## src/rtl/core/ffha_pkg.sv

```systemverilog
package ffha_pkg;

    localparam int DEF_ARENA_PAGES = 64;
    localparam int DEF_PAGE_WORDS  = 512;
    localparam int ALIGN_SHIFT     = 3;

    localparam logic [1:0] ST_OK      = 2'd0;
    localparam logic [1:0] ST_NOFIT   = 2'd1;
    localparam logic [1:0] ST_ZEROBLK = 2'd2;

    localparam logic REQ_ALLOC = 1'b0;
    localparam logic REQ_FREE  = 1'b1;

    typedef struct packed {
        logic        req_type;
        logic [18:0] req_bytes;
        logic [17:0] free_offset;
    } t_req;

    typedef struct packed {
        logic [1:0]  status;
        logic [17:0] payload_offset;
    } t_rsp;

    typedef enum logic [3:0] {
        S_IDLE,
        S_A_RD,
        S_A_CHK,
        S_A_SPLIT,
        S_F_RD,
        S_F_MARK,
        S_M_RD,
        S_M_RDN,
        S_M_CHK,
        S_DONE
    } t_state;

    typedef struct packed {
        logic load;
        logic rd_pos;
        logic rd_nxt;
        logic wr_taken;
        logic wr_split;
        logic wr_mark;
        logic wr_merge;
        logic adv;
        logic set_nofit;
        logic set_zero;
        logic set_ok;
        logic fire;
    } t_cmd;

    typedef struct packed {
        logic req_free;
        logic null_free;
        logic h_oob;
        logic pos_end;
        logic sz_zero;
        logic fit;
        logic need_split;
        logic nxt_end;
        logic nsz_zero;
        logic both_free;
        logic h_free;
    } t_sts;

endpackage

```

## src/rtl/core/ffha_ctrl.sv

```systemverilog
module ffha_ctrl
    import ffha_pkg::*;
(
    input  logic i_clk,
    input  logic i_rst_n,
    input  logic i_start,
    input  t_sts i_sts,
    output t_cmd o_cmd,
    output logic o_busy
);

    t_state r_state, n_state;

    always_ff @(posedge i_clk) begin
        if (!i_rst_n) begin
            r_state <= S_IDLE;
        end else begin
            r_state <= n_state;
        end
    end

    always_comb begin
        n_state = r_state;
        case (r_state)
            S_IDLE: begin
                if (i_start) n_state = S_F_RD;
            end
            S_F_RD: begin
                if (!i_sts.req_free) n_state = S_A_RD;
                else if (i_sts.null_free) n_state = S_DONE;
                else n_state = S_F_MARK;
            end
            S_F_MARK:  n_state = S_M_RD;
            S_A_RD: begin
                if (i_sts.pos_end) n_state = S_DONE;
                else n_state = S_A_CHK;
            end
            S_A_CHK: begin
                if (i_sts.sz_zero) n_state = S_DONE;
                else if (i_sts.fit) n_state = i_sts.need_split ? S_A_SPLIT : S_DONE;
                else n_state = S_A_RD;
            end
            S_A_SPLIT: n_state = S_DONE;
            S_M_RD: begin
                if (i_sts.pos_end) n_state = S_DONE;
                else n_state = S_M_RDN;
            end
            S_M_RDN: begin
                if (i_sts.sz_zero || i_sts.nxt_end) n_state = S_DONE;
                else n_state = S_M_CHK;
            end
            S_M_CHK: begin
                if (i_sts.nsz_zero) n_state = S_DONE;
                else if (i_sts.both_free) n_state = S_M_RD;
                else n_state = S_M_RD;
            end
            S_DONE:    n_state = S_IDLE;
            default:   n_state = S_IDLE;
        endcase
    end

    always_comb begin
        o_cmd  = '0;
        o_busy = (r_state != S_IDLE);
        case (r_state)
            S_IDLE: begin
                o_cmd.load = i_start;
            end
            S_F_RD: begin
                if (!i_sts.req_free) begin
                    o_cmd.rd_pos = 1'b1;
                end else if (i_sts.null_free) begin
                    o_cmd.set_ok = 1'b1;
                end else begin
                    o_cmd.rd_pos = 1'b1;
                end
            end
            S_F_MARK: begin
                o_cmd.wr_mark = !i_sts.h_free && !i_sts.h_oob;
                o_cmd.rd_pos  = 1'b1;
            end
            S_A_RD: begin
                if (i_sts.pos_end) o_cmd.set_nofit = 1'b1;
            end
            S_A_CHK: begin
                if (i_sts.sz_zero) begin
                    o_cmd.set_zero = 1'b1;
                end else if (i_sts.fit) begin
                    o_cmd.wr_taken = 1'b1;
                    o_cmd.set_ok   = 1'b1;
                end else begin
                    o_cmd.adv    = 1'b1;
                    o_cmd.rd_pos = 1'b1;
                end
            end
            S_A_SPLIT: begin
                o_cmd.wr_split = 1'b1;
            end
            S_M_RD: begin
                if (i_sts.pos_end) o_cmd.set_ok = 1'b1;
                else o_cmd.rd_nxt = 1'b1;
            end
            S_M_RDN: begin
                if (i_sts.sz_zero) o_cmd.set_zero = 1'b1;
                else if (i_sts.nxt_end) o_cmd.set_ok = 1'b1;
            end
            S_M_CHK: begin
                if (i_sts.nsz_zero) begin
                    o_cmd.set_zero = 1'b1;
                end else if (i_sts.both_free) begin
                    o_cmd.wr_merge = 1'b1;
                    o_cmd.rd_pos   = 1'b1;
                end else begin
                    o_cmd.adv    = 1'b1;
                    o_cmd.rd_pos = 1'b1;
                end
            end
            S_DONE: begin
                o_cmd.fire = 1'b1;
            end
            default: ;
        endcase
    end

endmodule

```

## config.mk

```make
export PLATFORM = sky130hd
export DESIGN_NAME = ffha_ctrl
export DESIGN_NICKNAME = d
export VERILOG_FILES = /design/src/rtl/core/ffha_pkg.sv /design/src/rtl/core/ffha_ctrl.sv
export SDC_FILE = /design/constraint.sdc
export NUM_CORES = 1
export LEC_CHECK = 0
export BUFFER_PORTS_ARGS = -buffer_cell sky130_fd_sc_hd__buf_2
export CORE_AREA = 2 2 39 41
export CTS_CLUSTER_DIAMETER = 40
export DETAILED_ROUTE_END_ITERATION = 12
export DIE_AREA = 0 0 41 43
export PLACE_DENSITY = 0.66
export SLEW_MARGIN = 25
export SYNTH_ARGS = -nofsm -noshare
export SYNTH_HDL_FRONTEND = slang
export SYNTH_SLANG_ARGS = --single-unit
```

## constraint.sdc

```tcl
create_clock -name i_clk -period 1.3 [get_ports i_clk]
set_input_delay 0.13 -clock i_clk [delete_from_list [all_inputs] [get_ports i_clk]]
set_output_delay 0.13 -clock i_clk [all_outputs]
set_load 0.005 [all_outputs]
```

== After elaboration in Yosys (flattened, before gate mapping) ==
Cells that the tools add are included.

* Equality and inequality tests: 10
* Reductions and logical operators: 7
* Shift operators: 0
* Divide/modulo/power cells: 0
* $add $sub $neg: 0
* Magnitude comparators: 0
* Bitwise operators: 0
* Multiply operators: 0
* Multiplexer cells: 41

{| class="wikitable"
|+ Operators by type and width
! kind !! number
|-
| 4-bit two-way mux || 9
|-
| 4-bit one-hot mux with 9 select lines || 1
|-
| 1-bit two-way mux || 26
|-
| 4-bit by 3-bit equality test with 1-bit output (second input constant) || 4
|-
| 4-bit by 2-bit equality test with 1-bit output (second input constant) || 2
|-
| 4-bit equality test (second input constant) || 2
|-
| 1-bit one-hot mux with 4 select lines || 2
|-
| 4-bit by 1-bit equality test with 1-bit output (second input constant) || 1
|-
| 4-bit zero test || 1
|-
| 1-bit one-hot mux with 2 select lines || 2
|-
| 4-bit nonzero test || 1
|-
| 1-bit zero test || 2
|-
| 2-bit two-way mux || 1
|-
| 2-bit inequality test (second input constant) || 1
|-
| 2-bit OR reduction || 1
|-
| 1-bit logical AND || 1
|-
| 1-bit logical OR || 1
|}

* Bits in read-only memories: 0
* Memories: 0
* Latch bits: 0
* Register bits after elaboration: 4
* Output and inout port bits: 13
* Bits in writable memories: 0
* Logic and storage cells: 59

== Longest topological paths before layout ==
* Word-level depth: 4
* Mapped depth: 5
* Mapped depth without buffers: 4

== Worst setup path before layout ==
Ideal clock, no wire load.

* Path type: reg-to-output
* Start: reg r_state[0]
* End: out o_cmd[10] (netlist bit)
* Buffers on the path: 0
* Stages on the path, launching flop included: 4
* Data required time: 1,170 ps
* Path slack: 50 ps
* Data arrival time: 1,120 ps
* Cells stage by stage: dfxtp_1 > or4b_1 > a21oi_2 > a221o_1

{| class="wikitable"
|+ RTL lines
! element !! RTL line !! RTL
|-
| start, declared || ffha_ctrl.sv:12 || <nowiki>t_state r_state, n_state;</nowiki>
|-
| start signal, assigned || ffha_ctrl.sv:18 || <nowiki>r_state <= n_state;</nowiki>
|-
| end, declared || ffha_ctrl.sv:8 || <nowiki>output t_cmd o_cmd,</nowiki>
|}

==> metrics <==
outcome=complete, but fails checks; failing checks=setup timing; Final Cell Area=approximately 1100 µm²; Die ar.=1760 µm²; Post-Route WL=2.89 mm; crit path kind=flop to output port; cell taking the most area after synthesis=dfxtp_1; share of layout cells above drive strength 1=73.8%; Post-Syn Area=between 400 and 500 µm²; port bufs=26; placed instance count=128; highest routed metal layer=met4; Top reg by flops=r_state; top-count cell post-synth=nand2_1; Fin. Hold Viols=0; Largest register FFs=4; Tmin final=1.67 ns; Worst slew margin=59.9%; maximum VDD drop=1060 µV; worst hold slack=around 0.2 ns; Root Driver=clkbuf_4; Period Utilization, post-route=129%; met1 wire length=1.14 mm; #FFs+latches synth=4; CTS tree=yes; Antenna Nets Post-Route=0; Area growth syn-to-layout=133%; core area=~1400 µm²; HPWL Detailed=roughly 1.4 mm; non-filler cells, final=146; DRC=0; Synth Net Count=87; hold-fix buffers at CTS=0; Setup violations, final=17; IO Pins=27; Required @ worst endpoint=1.17 ns; Sink Count=4; router iterations before antenna repair=4; pwr dens=1870 nW/µm²; Clock Tree Buf Depth=2; Synth cell types=31; ANT cells=0; Worst Hold Class=primary input to flop; GRT Total Usage=between 20 and 30%; Slew Limit Fails=0; Met2 Wirelength=1.39 mm; Die Y=approximately 43 µm; flop2flop setup slack=-0.25 ns; prevailing post-synth register cell=dfxtp_1; post-route setup slack=-0.372 ns; Worst Setup End Kind=output port; met3 WL=240 µm; Worst-Margin Slew=0.587 ns; vias in the first global route=743; initial antenna violation count=0; Largest regs=r_state: 4 flops; Vias/cell=around 5.8; gr ovfl total=0; cells after synthesis=73; width of the die=41 µm; first-pass GRT wire length=~3.2 mm; Worst Path Arrival=1.54 ns; htree depth=1; Layout Nets=around 150; CP Launch Type=flop; Worst-Skew Late Latency=0.24 ns; FMAX=0.598 GHz; maxcap violations=0; top post-synthesis cells by area=dfxtp_1 17%, nand2b_1 9.2%, nand2_1 6.3%; Starting Density=between 30% and 40%; register area share after synthesis=16.8%; Synth Warn #=0; Leak=0.512 nW; ys async rst share=0%; largest net degree at the start of global routing=10; top cells by instance count after synthesis=8 x nand2_1, 7 x nand2b_1, 7 x nor2_1; clock slew at reported path FFs=0.04 ns; Clock Skews=0.00487 ns; worst-path maximum fanout=6; Placed Area=around 740 µm²; synthesized area per cell=6.55 µm²; Initial DRC Count=34; Vias=845; final weighted congestion in routability-driven placement=0.874; RSZ-0062 raised after global routing=true; CTS Buf Count=3; number of synthesized flops with an enable pin=0; post-DR wirelength/cell=19.8 µm; Rows=14; area fraction of the dominant cell type after synthesis=16.8%
path summary, 6_finish.rpt:
kind | start | end | cells after the start
setup / recovery | r_state[2]$_SDFFE_PN0P_ | o_cmd[4] | 7
hold / removal | i_rst_n | r_state[0]$_SDFFE_PN0P_ | 3
setup reg to reg | r_state[2]$_SDFFE_PN0P_ | r_state[2]$_SDFFE_PN0P_ | 7
hold reg to reg | r_state[1]$_SDFFE_PN0P_ | r_state[0]$_SDFFE_PN0P_ | 2
worst max-delay path, cell delays in order, from the launching register on:
cell	delay (ns)
dfxtp_2	0.33
buf_6	0.13
nand2b_4	0.15
nor4_4	0.27
buf_4	0.17
inv_2	0.04
o22ai_2	0.09
buf_2	0.14
layout by cell type, fill, tap and decap left out, drive strengths merged, types with 2 or more instances in the layout:
cell type and count:
nor2 8, nand2b 7, clkbuf 3, a31oi 3, a21oi 5, o22ai 2, o21ai 3, buf 58
dfxtp 4, nor4 3, inv 4, nand3b 4, and3 2, nand2 8, nor3 3
report_power, final:
group	leakage (nW)	switching (mW)	internal, mW
sequential	0.0345	0.0623	0.176
clock	0.0138	0.0536	0.103
combinational	0.464	0.808	0.876
total	0.512	0.924	1.16
layer usage:
layer | global-route usage (%) | vias to the layer above
met5 | 0 | -
met4 | 12.7 | 0
met3 | 7.85 | 12
met2 | 44.4 | 52
met1 | 30.6 | 396
li1 | - | 385
logic make-up after synthesis:
| kind of cell | synth area share, % |
|---|---|
| flip-flops | 16.8 |
| buffers and inverters | 7.33 |
| AO/OA/AOI/OAI | 26.4 |
| AND/OR/NAND/NOR | 47.4 |
| multiplexers | 2.09 |
final cells by class:
type / count / area, µm²
Multi-Input combinational cell: 61 / 547
Inverter: 4 / 17.5
Tap cell: 16 / 20.0
Sequential cell: 4 / 88.8
Timing Repair Buffer: 58 / 418
Clock buffer: 3 / 22.5
Fill cell: 77 / 270
stage by stage:
stage | util (%) | total power, mW | TNS (ns) | setup slack [ns]
global route | 80.5 | 2.17 | -3.91 | -0.431
CTS | 63.7 | 1.45 | -1.47 | -0.279
finish | 80.5 | 2.08 | -3.15 | -0.372
detailed placement | 53.2 | 1.08 | -0.299 | -0.0926
floorplan | - | 0.685 | 0 | 0.0499
global placement | 53.2 | 1.06 | -0.219 | -0.0740
timing repair:
item                       CTS  global route
setup buffers                4            13
pin swaps                    6             9
setup endpoints to repair   16            17
resized for setup           23            33
Power figures use the tool's default switching activity.
